`src/hw/rtl/lzwd_pkg.sv`:
```
// Package for the keyed 12-bit LZW decoder: shared types, constants and codes.
// Used by the top, front, queue and back modules; depends on nothing.
package lzwd_pkg;

    localparam int DictEntriesDefault = 4096;
    localparam int MaxStringDefault   = 31;

    // Result status codes.
    localparam logic [1:0] STATUS_OK        = 2'd0;
    localparam logic [1:0] STATUS_RANGE     = 2'd1;
    localparam logic [1:0] STATUS_TOO_LONG  = 2'd2;

    // Configuration register indexes.
    localparam logic [2:0] CFG_KEY0    = 3'd0;
    localparam logic [2:0] CFG_KEY1    = 3'd1;
    localparam logic [2:0] CFG_KEY2    = 3'd2;
    localparam logic [2:0] CFG_KEY3    = 3'd3;
    localparam logic [2:0] CFG_KEY_LEN = 3'd4;

    // Code word handed from the front part to the back part.
    typedef struct packed {
        logic signed [13:0] code;
    } code_item_t;

endpackage

```
`src/hw/rtl/lzwd_queue.sv`:
```
// Two-entry item queue between the front and back parts.
// Depends on lzwd_pkg.
module lzwd_queue (
    input  logic                 clk,
    input  logic                 rst_n,
    input  logic                 wr_valid,
    output logic                 wr_stall,
    input  lzwd_pkg::code_item_t wr_item,
    output logic                 rd_valid,
    input  logic                 rd_stall,
    output lzwd_pkg::code_item_t rd_item
);
    import lzwd_pkg::*;

    code_item_t  slot_reg [2];
    logic        wr_ptr_reg;
    logic        rd_ptr_reg;
    logic [1:0]  count_reg;
    logic        push;
    logic        pop;

    assign wr_stall = (count_reg == 2'd2);
    assign rd_valid = (count_reg != 2'd0);
    assign rd_item  = slot_reg[rd_ptr_reg];
    assign push     = wr_valid && !wr_stall;
    assign pop      = rd_valid && !rd_stall;

    // Pointers and fill count.
    always_ff @(posedge clk or negedge rst_n)
    begin
        if (!rst_n)
        begin
            wr_ptr_reg <= 1'b0;
            rd_ptr_reg <= 1'b0;
            count_reg  <= 2'd0;
        end
        else
        begin
            if (push)
            begin
                wr_ptr_reg <= !wr_ptr_reg;
            end
            if (pop)
            begin
                rd_ptr_reg <= !rd_ptr_reg;
            end
            count_reg <= count_reg + {1'b0, push} - {1'b0, pop};
        end
    end

    // Storage.
    always_ff @(posedge clk)
    begin
        if (push)
        begin
            slot_reg[wr_ptr_reg] <= wr_item;
        end
    end

    assert property (@(posedge clk) disable iff (!rst_n)
        count_reg == 2'd2 |-> !push)
        else $error("queue written while full");
    assert property (@(posedge clk) disable iff (!rst_n)
        (count_reg == 2'd2 && pop) |=> count_reg == 2'd1)
        else $error("queue count lost a pop");
    assert property (@(posedge clk) disable iff (!rst_n)
        (count_reg == 2'd0 && push) |=> count_reg == 2'd1)
        else $error("queue count lost a push");

endmodule

```
`config.mk`:
```
export PLATFORM = sky130hd
export DESIGN_NAME = lzwd_queue
export DESIGN_NICKNAME = d
export VERILOG_FILES = /design/src/hw/rtl/lzwd_pkg.sv /design/src/hw/rtl/lzwd_queue.sv
export SDC_FILE = /design/constraint.sdc
export NUM_CORES = 1
export LEC_CHECK = 0
export BUFFER_PORTS_ARGS = -buffer_cell sky130_fd_sc_hd__buf_2
export CAP_MARGIN = 10
export CELL_PAD_IN_SITES_DETAIL_PLACEMENT = 2
export CELL_PAD_IN_SITES_GLOBAL_PLACEMENT = 2
export CORE_ASPECT_RATIO = 0.8
export CORE_UTILIZATION = 33
export DETAILED_ROUTE_END_ITERATION = 6
export PLACE_DENSITY_LB_ADDON = 0.1
export RECOVER_POWER = 50
export SYNTH_ARGS = -nofsm -noshare
export SYNTH_HDL_FRONTEND = slang
export SYNTH_SLANG_ARGS = --single-unit
export TNS_END_PERCENT = 50
```
`constraint.sdc`:
```
create_clock -name clk -period 1.6 [get_ports clk]
set_clock_uncertainty 0.05 [all_clocks]
set_input_delay 0.08 -clock clk [delete_from_list [all_inputs] [get_ports clk]]
set_output_delay 0.08 -clock clk [all_outputs]
set_load 0.02 [all_outputs]
```
======== Yosys cells after proc, flatten, opt, wreduce, memory -nomap -nowiden ========
Memory sizes are Yosys's and may differ from the RTL's.
Index checks and enable logic that the tools add are counted.
word-level totals
  memory bits (writable) .................. 28
  output and inout port bits .............. 16
  logic and storage cells ................. 16
  memories kept ........................... 1
  bits in latches ......................... 0
  flip-flop bits (word level) ............. 4
  bits of input ports ..................... 18
  memory bits (read-only) ................. 0
operators by class
  shift-type cells ........................ 0
  multipliers ............................. 0
  equality and inequality tests ........... 1
  muxes and demuxes ....................... 2
  divide/modulo/power cells ............... 0
  reductions and logical operators ........ 7
  bitwise gates (word level) .............. 0
  add/subtract/negate cells ............... 2
  magnitude comparators ................... 0
memory list
  name      depth  width  rd ports  clocked after memory_dff  write ports  line              text
  slot_reg  2      14     1         0                         1            lzwd_queue.sv:15  code_item_t slot_reg [2];
operators with widths
  operator            count
  $logic_not 1->1     4
  $add 2x1->2         1
  $eq 2x2->1 const B  1
  $logic_and 1x1->1   2
  $mux 1              2
  $reduce_bool 2->1   1
  $sub 2x1->2         1

======== Longest topological paths before layout ========
  depth after elaboration ................. 5
  mapped depth ............................ 7
  mapped depth without buffers ............ 7

======== Worst setup path after synthesis ========
OpenSTA, ideal clock, no wires.
  path kind ............................... reg2reg
  start ................................... register count_reg[1]
  end ..................................... register count_reg[1]
  period minus slack after synthesis ...... 1736 ps
  slack ................................... -136 ps
  arrival time ............................ 1564 ps
  buffers on the path ..................... 0
  required time ........................... 1427 ps
  setup time .............................. 123 ps
  stages on the path, launching flop included .. 8
  cells stage by stage .................... dfrtp_1 or2_1 nor2b_4 ha_1 inv_1 ha_1 xnor2_1 xnor2_1
on the way
  elaborated cells between the ends (all ways) .. 7
  classes of those cells .................. 2 x add/sub; 1 x eq/ne; 4 x reduce/logical
RTL lines
  item                      line              text
  start: declaration        lzwd_queue.sv:18  logic [1:0] count_reg;
  start signal: assignment  lzwd_queue.sv:47  count_reg <= count_reg + {1'b0, push} - {1'b0, pop};
  $reduce_bool 2->1         lzwd_queue.sv:23  assign rd_valid = (count_reg != 2'd0);
  named net rd_valid        lzwd_queue.sv:9   output logic rd_valid,
  $logic_and 1x1->1         lzwd_queue.sv:26  assign pop = rd_valid && !rd_stall;
  named net pop             lzwd_queue.sv:20  logic pop;
  $sub 2x1->2               lzwd_queue.sv:47
The timed path passes the listed nets, and every way through them passes these cells.
A chain may end at the register's enable or synchronous reset.

======== Worst setup path in the final report ========
  start ................................... register count_reg[1]
  end ..................................... register count_reg[1]
on the way
  elaborated cells between the ends (all ways) .. 7
  classes of those cells .................. 2 x add/sub; 1 x eq/ne; 4 x reduce/logical
RTL lines
  item               line
  $reduce_bool 2->1  lzwd_queue.sv:23
  $logic_and 1x1->1  lzwd_queue.sv:26
  named net pop      lzwd_queue.sv:20
  $sub 2x1->2        lzwd_queue.sv:47
The timed path passes the listed nets, and every way through them passes these cells.

==> impl_metrics.json <==
{
  "outcome": "finished with violations",
  "failed_checks": "DRC, setup timing",
  "fin_util": 0.501,
  "tritoncts": "done",
  "firstDrtPassIters": 5,
  "vias_per_cell": 4.42,
  "yosysSeqAreaShare": 0.740,
  "hp-class": "in -> async",
  "critPathCaptureType": "register",
  "clk_path_buf_depth": 2,
  "yosys.area.top_type_share": 0.661,
  "period_needed_ns": 1.64,
  "drv_cap": 0,
  "initial_core_util": 0.356,
  "die_w_um": 71.4,
  "wirelength_um": 2520,
  "dieArea_um2": 4110,
  "required_ns": 1.72,
  "yosysTopAreaCell": "edfxtp_1",
  "cts_root_buf": "clkbuf_8",
  "slew_violations": 0,
  "start_kind": "register",
  "power.total_mw": 3.21,
  "port_buffers": 33,
  "largest_register_ff_count": 28,
  "hold_viol_final": 0,
  "vias": 743,
  "synth_edf_count": 28,
  "fp.dieH_um": 57.5,
  "drtIter0Drc": 10,
  "max_freq_mhz": 609,
  "yosysUniqueCellTypes": 16,
  "coreArea_um2": 3570,
  "ys_ff_latch": 32,
  "max_slew_margin": 0.748,
  "numCtsBuffers": 5,
  "grt-ovfl-total": 0,
  "final_common_cell": "edfxtp_1",
  "ys_top_cells_by_area": "edfxtp_1 (66%), mux2_4 (11%), dfrtp_1 (7.9%), mux2_2 (4.4%), xnor2_1 (2.1%)",
  "htreeDepth": 2,
  "yosysWarnings": 0,
  "reg2reg_depth": 7,
  "antennaDiodeCount": 0,
  "p_per_area_nw_per_um2": 1790,
  "setup_violations": 1,
  "grt_pass1_wl_um": 3880,
  "finalInstanceArea_um2": 1790,
  "gp_congestion": 0.704,
  "grt_setup_unrepaired": "yes",
  "place_hpwl_um": 1620,
  "critical_path_class": "reg -> reg",
  "arrival_ns": 1.76,
  "grt_max_degree": 15,
  "syn_area_um2": 1270,
  "syn_to_final_growth_pct": 40.6,
  "final_cell_mix": "edfxtp_1 (28), buf_2 (22), dlygate4sd3_1 (15)",
  "fillCellCount": 341,
  "fin_nets": 146,
  "io_pins": 34,
  "layout_worst_path_cycle_share": 1.03,
  "antenna_found_initial": 0,
  "drive_gt1_frac": 0.476,
  "post_drt_wl_per_cell_um": 15.0,
  "route.detailed.drc": 2,
  "rows": 19,
  "leakage_nw": 0.725,
  "critPathMaxFanout": 3,
  "holdWs_ns": 0.113,
  "grt_pass1_vias": 838,
  "ir_drop_v": 0.000832,
  "tightestPinTransition_ns": 0.378,
  "synth_cells": 62,
  "ant_nets": 0,
  "cts.clk_slew.worst_paths_ns": 0.06,
  "fin_ws_ns": -0.0417,
  "placed_area_um2": 1520,
  "gr-usage-all-layers": 0.141,
  "ys_async_sr_fraction": 0.125,
  "clkLatencyLatePin_ns": 0.28,
  "avgSynthCellArea_um2": 20.5,
  "clkSinkCount": 32,
  "synth_nets": 82,
  "synth_flop_cell": "edfxtp_1"
}
## final timing paths
kind,start,to,slack (ns)
worst max-delay path,count_reg[1]$_DFF_PN0_,count_reg[1]$_DFF_PN0_,-0.04
worst min-delay path,rst_n,count_reg[0]$_DFF_PN0_,0.11
worst max register to register,count_reg[1]$_DFF_PN0_,count_reg[1]$_DFF_PN0_,-0.04
worst min register to register,wr_ptr_reg$_DFFE_PN0N_,wr_ptr_reg$_DFFE_PN0N_,0.47
max in group asynchronous,rst_n,rd_ptr_reg$_DFFE_PN0P_,1.19
min in group clk,rd_stall,count_reg[1]$_DFF_PN0_,0.19
## critical path: stages (launching register included)
cell and delay (ns):
dfrtp_1 0.40, or2_4 0.26, nor2b_4 0.14, ha_4 0.26, inv_2 0.04, ha_4 0.15, xnor2_2 0.12, xnor2_1 0.12
## layout make-up
class                           instances  area (um2)  share of cell area
Inverter                                2        7.51             0.00420
Clock buffer                            6        72.6              0.0406
Tap cell                               42        52.6              0.0294
Clock inverter                          1        5.00             0.00280
Timing Repair Buffer                   59         382               0.213
Multi-Input combinational cell         26         328               0.183
Sequential cell                        32         941               0.526
## cell usage after synthesis, types with 2 or more instances
master	n
dfrtp_1	4
edfxtp_1	28
xnor2_1	3
inv_1	2
mux2_4	9
ha_1	2
mux2_2	5
## metal layers
layer / part of all wire / track usage
met4: 0.028 / 0.0943
met1: 0.39 / 0.138
met3: 0.046 / 0.0530
met2: 0.54 / 0.252
met5: 0 / 0
## power breakdown
group	total, mW	internal, mW	switching (mW)
combinational	1.40	0.692	0.705
sequential	1.24	1.16	0.0776
clock	0.575	0.295	0.280
total	3.21	2.15	1.06
## kinds of logic after synthesis
logic type    after synthesis  share of synthesized area
flops                      32                      0.740
buf+inv                     4                     0.0305
mux                        14                      0.151
fa+ha+maj                   2                     0.0197
simple gates                6                     0.0315
xor+xnor                    4                     0.0276
## metrics by stage
step | setup WS (ns) | setup TNS [ns] | cells
floorplan | -0.0643 | -0.638 | 62
global placement | -0.0356 | -0.0356 | 143
detailed placement | -0.110 | -0.582 | 143
CTS | -0.0571 | -0.0571 | 167
global route | -0.0941 | -0.0941 | 168
finish | -0.0417 | -0.0417 | 168
## timing repair
action,CTS,global route
setup endpoints to repair,15,1
gates resized for setup,5,0
setup buffers,2,1
hold buffers,15,0
pin swaps,5,0
hold endpoints to repair,32,0
No activity file was read; power rests on OpenSTA's default activity.
