--- config.mk ---
export PLATFORM = sky130hd
export DESIGN_NAME = lzwd_front
export DESIGN_NICKNAME = d
export VERILOG_FILES = /design/src/hw/rtl/lzwd_pkg.sv /design/src/hw/rtl/lzwd_front.sv
export SDC_FILE = /design/constraint.sdc
export NUM_CORES = 1
export LEC_CHECK = 0
export BUFFER_PORTS_ARGS = -buffer_cell sky130_fd_sc_hd__buf_2
export CAP_MARGIN = 5
export CORE_MARGIN = 2
export CORE_UTILIZATION = 46
export CTS_CLUSTER_SIZE = 20
export DETAILED_ROUTE_END_ITERATION = 10
export SYNTH_ARGS = -nofsm -noshare
export SYNTH_HDL_FRONTEND = slang
export SYNTH_SLANG_ARGS = --single-unit
export TNS_END_PERCENT = 1
--- constraint.sdc ---
create_clock -name clk -period 9.19 [get_ports clk]
set_input_delay 1.838 -clock clk [delete_from_list [all_inputs] [get_ports clk]]
set_output_delay 1.838 -clock clk [all_outputs]
set_load 0.05 [all_outputs]
--- src/hw/rtl/lzwd_pkg.sv ---
// Package for the keyed 12-bit LZW decoder: shared types, constants and codes.
// Used by the top, front, queue and back modules; depends on nothing.
package lzwd_pkg;

    localparam int DictEntriesDefault = 4096;
    localparam int MaxStringDefault   = 31;

    // Result status codes.
    localparam logic [1:0] STATUS_OK        = 2'd0;
    localparam logic [1:0] STATUS_RANGE     = 2'd1;
    localparam logic [1:0] STATUS_TOO_LONG  = 2'd2;

    // Configuration register indexes.
    localparam logic [2:0] CFG_KEY0    = 3'd0;
    localparam logic [2:0] CFG_KEY1    = 3'd1;
    localparam logic [2:0] CFG_KEY2    = 3'd2;
    localparam logic [2:0] CFG_KEY3    = 3'd3;
    localparam logic [2:0] CFG_KEY_LEN = 3'd4;

    // Code word handed from the front part to the back part.
    typedef struct packed {
        logic signed [13:0] code;
    } code_item_t;

endpackage

--- src/hw/rtl/lzwd_front.sv ---
// Front part: unpacks bytes into 12-bit codes and subtracts the key byte.
// Depends on lzwd_pkg.
module lzwd_front (
    input  logic                   clk,
    input  logic                   rst_n,
    input  logic                   cfg_we,
    input  logic [2:0]             cfg_index,
    input  logic [63:0]            cfg_data,
    input  logic                   in_valid,
    output logic                   in_stall,
    input  logic [7:0]             in_byte,
    output logic                   q_valid,
    input  logic                   q_stall,
    output lzwd_pkg::code_item_t   q_item
);
    import lzwd_pkg::*;

    logic [63:0]  key_reg [4];
    logic [5:0]   key_len_reg;
    logic [1:0]   phase_reg;
    logic [7:0]   held_reg;
    logic [4:0]   key_pos_reg;
    logic         q_valid_reg;
    code_item_t   q_item_reg;

    logic         accept;
    logic [5:0]   eff_len;
    logic [7:0]   key_byte;
    logic [11:0]  raw_code;
    logic [5:0]   pos_inc;

    assign in_stall = q_valid_reg && q_stall;
    assign accept   = in_valid && !in_stall;
    assign q_valid  = q_valid_reg;
    assign q_item   = q_item_reg;

    // Effective key length, clamped to 1..32.
    always_comb
    begin
        if (key_len_reg == 6'd0)
        begin
            eff_len = 6'd1;
        end
        else if (key_len_reg > 6'd32)
        begin
            eff_len = 6'd32;
        end
        else
        begin
            eff_len = key_len_reg;
        end
    end

    // Current key byte and unpacked code.
    assign key_byte = key_reg[key_pos_reg[4:3]][{key_pos_reg[2:0], 3'b000} +: 8];
    assign raw_code = (phase_reg == 2'd1) ? {held_reg, in_byte[7:4]}
                                          : {held_reg[3:0], in_byte};
    assign pos_inc  = {1'b0, key_pos_reg} + 6'd1;

    // Configuration registers.
    always_ff @(posedge clk or negedge rst_n)
    begin
        if (!rst_n)
        begin
            key_reg[0]  <= '0;
            key_reg[1]  <= '0;
            key_reg[2]  <= '0;
            key_reg[3]  <= '0;
            key_len_reg <= 6'd1;
        end
        else if (cfg_we)
        begin
            case (cfg_index)
                CFG_KEY0:    key_reg[0]  <= cfg_data;
                CFG_KEY1:    key_reg[1]  <= cfg_data;
                CFG_KEY2:    key_reg[2]  <= cfg_data;
                CFG_KEY3:    key_reg[3]  <= cfg_data;
                CFG_KEY_LEN: key_len_reg <= cfg_data[5:0];
                default:     ;
            endcase
        end
    end

    // Unpacking state and the output register toward the queue.
    always_ff @(posedge clk or negedge rst_n)
    begin
        if (!rst_n)
        begin
            phase_reg   <= 2'd0;
            held_reg    <= '0;
            key_pos_reg <= '0;
            q_valid_reg <= 1'b0;
        end
        else
        begin
            if (accept && (phase_reg == 2'd1 || phase_reg == 2'd2))
            begin
                q_valid_reg <= 1'b1;
            end
            else if (!q_stall)
            begin
                q_valid_reg <= 1'b0;
            end
            if (accept)
            begin
                if (phase_reg == 2'd1 || phase_reg == 2'd2)
                begin
                    key_pos_reg <= (pos_inc >= eff_len) ? 5'd0 : pos_inc[4:0];
                    phase_reg   <= (phase_reg == 2'd1) ? 2'd2 : 2'd0;
                    if (phase_reg == 2'd1)
                    begin
                        held_reg <= in_byte;
                    end
                end
                else
                begin
                    held_reg  <= in_byte;
                    phase_reg <= 2'd1;
                end
            end
        end
    end

    // Key-adjusted code payload.
    always_ff @(posedge clk)
    begin
        if (accept && (phase_reg == 2'd1 || phase_reg == 2'd2))
        begin
            q_item_reg.code <= $signed({2'b00, raw_code})
                             - $signed({{6{key_byte[7]}}, key_byte});
        end
    end

endmodule

# Word level (Yosys, flattened, before mapping)

Index checks and enable logic that the tools add are counted.

Input bits: 80
Flip-flop bits (word level): 292
Bits in latches: 0
Output and inout port bits: 16
Memory bits (read-only): 0
RAM bits: 0
Word-level logic and storage cells: 52
Memories: 0

Magnitude comparators: 3
Shifts and indexed selects: 1
Bitwise gates (word level): 1
Add/sub/neg operators: 2
Multipliers: 0
Reduce and logical (&&, ||, !) cells: 14
Equality and inequality tests: 8
Divide/modulo/power cells: 0
Muxes and demuxes: 13

Operator list:

| cell                | number |
|---|---|
| $bmux 64 s2         | 1 |
| $mux 64             | 2 |
| $shiftx 64x7->8     | 1 |
| $mux 8              | 2 |
| $reduce_and 2->1    | 7 |
| $sub 13x8->14       | 1 |
| $mux 12             | 1 |
| $mux 6              | 2 |
| $add 5x1->6 const B | 1 |
| $eq 3x2->1 const B  | 2 |
| $ge 6x6->1          | 1 |
| $gt 6x6->1 const B  | 1 |
| $logic_not 6->1     | 1 |
| $mux 5              | 1 |
| $mux 2              | 2 |
| $eq 3x1->1 const B  | 1 |
| $eq 3x3->1 const B  | 1 |
| $ge 3x3->1 const B  | 1 |
| $logic_and 1x1->1   | 3 |
| $logic_not 3->1     | 1 |
| $not 2->3           | 1 |
| $eq 2x1->1 const B  | 1 |
| $eq 2x2->1 const B  | 1 |
| $mux 1              | 2 |
| other kinds (4)     | 4 |

# Logic depth before layout (Yosys ltp)

Depth after elaboration: 6
Depth in mapped cells: 17
Depth with buffers taken out: 13

# Worst setup path after synthesis

OpenSTA, ideal clock, no wires.

Path kind: input port to output port
From: input q_stall
To: output in_stall
Data required time: 7.352 ns
Path buffers: 0
Stages on the path: 2
Data arrival time: 2.244 ns
Slack: 5.108 ns
Cells stage by stage: nand2_1 > inv_1

Cells in the longest elaborated chain, start to end: 1

RTL lines:

| what               | line             | text |
|---|---|---|
| start: declaration | lzwd_front.sv:13 | `input logic q_stall,` |
| $logic_and 1x1->1  | lzwd_front.sv:32 | `assign in_stall = q_valid_reg && q_stall;` |
| end: declaration   | lzwd_front.sv:10 | `output logic in_stall,` |

Every way passes these cells.

# Worst setup path in the final report

From: register key_pos_reg[3]
To: register q_item_reg (netlist bit q_item[13]) (data pin)

Cells in the longest elaborated chain, start to end: 6

RTL lines:

| what                                       | line              | text |
|---|---|---|
| start: declaration                         | lzwd_front.sv:22  | `logic [4:0] key_pos_reg;` |
| start signal: assignment                   | lzwd_front.sv:108 | `key_pos_reg <= (pos_inc >= eff_len) ? 5'd0 : pos_inc[4:0];` |
| $not 2->3 (implied by the code)            | lzwd_front.sv:55  | `assign key_byte = key_reg[key_pos_reg[4:3]][{key_pos_reg[2:0], 3'b000} +: 8];` |
| $bmux 64 s2                                | lzwd_front.sv:55  |  |
| $mux 64 (implied by the code) (2 in a row) | lzwd_front.sv:55  |  |
| $shiftx 64x7->8                            | lzwd_front.sv:55  |  |
| $sub 13x8->14                              | lzwd_front.sv:130 | `- $signed({{6{key_byte[7]}}, key_byte});` |
| end: declaration                           | lzwd_front.sv:24  | `code_item_t q_item_reg;` |

Every way passes these cells. The select of a mux whose other input is x is not followed.
A chain may end at the register's enable or synchronous reset.

==> impl_results.md <==
- Status: finished clean
- Most common cell after layout, fill and taps aside: mux2_2
- Tmin final: 5110 ps
- Skew final: 7.83 ps
- Static Leak: about 0.0064 uW
- Vias in the first global route: 8084
- Post-Synthesis Cells: around 860
- DR iter-0 viols: about 520
- WHS Path Cells: 1
- Routed vias/inst: 5.59
- Fmax: 0.196 GHz
- Max reg flops: 256
- FF-to-FF path depth: 11
- CP Capture Type: flip-flop
- Async S/R FF share, synth: 95.2%
- Total Routing Usage GR: 19.8%
- Commonest non-fill, non-tap cells in the layout: mux2_2, dfrtp_1, buf_2, mux4_2, clkbuf_16
- RSZ-0062 raised after global routing: no
- Htree depth: 1
- Slew Limit Headroom: 27.8%
- Switching Fraction: about a third
- Synth Net Count: 961
- Row cnt: 63
- Gpl congestion: 0.784
- Max VDD drop: 0.173 mV
- Cell accounting for the most synthesized area: dfrtp_1
- Worst skew pair latency: 550 ps
- # Post-CTS Setup Buffers: 0
- Hold Vio Cnt, Final: 0
- Area grow syn2layout: 12.9%
- Total gr overflow: 0
- Post-synth top area share: a little over 50%
- Bufs on Longest Clock Path: 3
- Die Y: 176 um
- Initial antenna violation count: 4
- Setup TNS: 0 ps
- Setup CP Type: reg2reg
- Slew @ Worst Pin: roughly 1100 ps
- Dpl cell area: 14500 um2
- Crit Path Max Fanout: 37
- Number of synthesized register bits: 292
- Post-cts sizing count: 0
- Part of the power in registers: 40.4%
- Synth cell types: 45
- Non-Filler Cell Area, Final: between 15000 and 20000 um2
- Routed wire length per instance: ~22 um
- CTS sink cnt: 292
- Post-synthesis sequential area ratio: 54.0%
- Largest net degree at the start of global routing: 162
- Placed Instances: roughly 1300
- Die X: 176 um
- CTS root buffer: clkbuf_16
- Mapped cell area: 13700 um2
- CTS tree: done
- DP Wirelength: 18900 um
- Layout Cells excl Fill: 1359
- Clock share of power: around 25%
- Routed Antenna Nets: 0
- Global-route wire length before repair: between 40000 and 50000 um
- Ports: 96
- Critical Path Start Type: flip-flop
- Setup Viol. Count Final: 0
- DRC violations left: 0
- Top_reg_cell synth: dfrtp_1
- TritonCTS Buffers: 31
- Hold crit path type: reg2reg
- Syn Area/Cell: approximately 16 um2
- Initial cell density of the core: 46.4%
- Layout fillers: 2499
- Ys Warns: 0
- First-pass iteration count of the detailed router: 4
- EDFF count, synth: 14
- Vias: 7602
- Tcrit/Tclk final: a little under three fifths
- Logic pwr share: between 30% and 40%
- Final WL: 29600 um
- Top post-synthesis cells by area: dfrtp_1, mux2_2, mux4_2, edfxtp_1, ha_1
- Worst Path Arrival: 5400 ps
- Int Power: 3110 uW
- Core box area: 29500 um2
- Final net count: 1050
- Die area: between 30000 and 40000 um2
- Net Sw Power: 1480 uW
- Critical Path RT: 9470 ps
- Post-layout total power: 4590 uW
- # hold bufs at CTS: 0
- Max-slew violation count: 0
- Pwr Density: 297 nW/um2
- Worst-path clk slew: 60 ps
- PortBufs: 95
- Max-cap violations: 0
- Share of cells above drive strength 1: 53.5%
==> cells by family (layout without fill, tap and decap cells) <==
group                      count (synthesis)  count (layout)  share of synthesized area (%)
xor gates and xnor gates                  13              13                          0.833
DFF                                      292             292                           54.0
and+or+nand+nor                           52              52                           1.78
muxes                                    372             372                           36.8
other                                      0               2                              0
AOI/OAI and AO/OA                         42              42                           2.15
buffers and inverters                     64             173                           2.30
adders and majority gates                 23              23                           2.16
==> through the flow <==
stage / utilization [%] / setup WS [ps] / hold slack [ps]
4_1_cts: 52.3 / 3930 / 502
2_1_floorplan: - / 5110 / 474
6_report: 52.4 / 4080 / 501
3_3_place_gp: 49.2 / 4010 / 482
5_1_grt: 52.4 / 3660 / 515
3_5_place_dp: 49.2 / 3920 / 488
==> power groups by stage <==
stage	clock network [uW]	logic [uW]	registers, uW
after CTS	1190	1600	1860
after global placement	0	1570	1880
final	1150	1580	1850
after floorplan	0	1130	1920
after global routing	1240	1740	1900
after detailed placement	0	1600	1880
==> cells in the mapped netlist (6+ instances only) <==
library cell / number
buf_2: 14
buf_6: 7
clkbuf_1: 24
dfrtp_1: 277
edfxtp_1: 14
ha_1: 22
inv_1: 15
mux2_2: 284
mux2i_1: 12
mux4_2: 76
nand2_1: 14
nand3_1: 6
nor2_1: 15
o21ai_0: 9
xnor2_1: 10
==> worst max-delay path, cell delays in order, from the launching register on <==
cell and delay, ps:
dfrtp_4 930, buf_4 670, mux4_2 570, mux4_2 510
mux2i_1 300, ha_1 290, nor2b_1 140, o31a_1 280
a2111oi_1 520, o31ai_1 190, a311oi_1 330, xor2_1 100
==> per-layer routing <==
layer	vias up	GRT usage, %	wire length [um]
met2	109	31.8	14200
met5	-	0	24
li1	3395	-	-
met1	4055	29.1	13800
met4	4	3.58	451
met3	39	3.06	1180
==> worst paths after layout <==
path                                 from              to  slack (ps)
min                           held_reg[4]     held_reg[4]         500
max in group asynchronous           rst_n  key_pos_reg[3]        6410
max reg2reg                key_pos_reg[3]      q_item[13]        4080
min in group asynchronous           rst_n     held_reg[1]        1330
min reg2reg                   held_reg[4]     held_reg[4]         500
max                        key_pos_reg[3]      q_item[13]        4080
==> area by class of cell <==
cell class / instances / area, um2 / area share, %
tap: 390 / 488 / 3.16
clock buffer: 45 / 878 / 5.69
inverter: 15 / 56.3 / 0.365
multi-input combinational: 502 / 6000 / 38.9
timing repair buffer: 105 / 573 / 3.71
antenna: 2 / 5.00 / 0.0324
sequential: 292 / 7380 / 47.8
clock inverter: 8 / 47.5 / 0.308
Power figures use the tool's default switching activity.
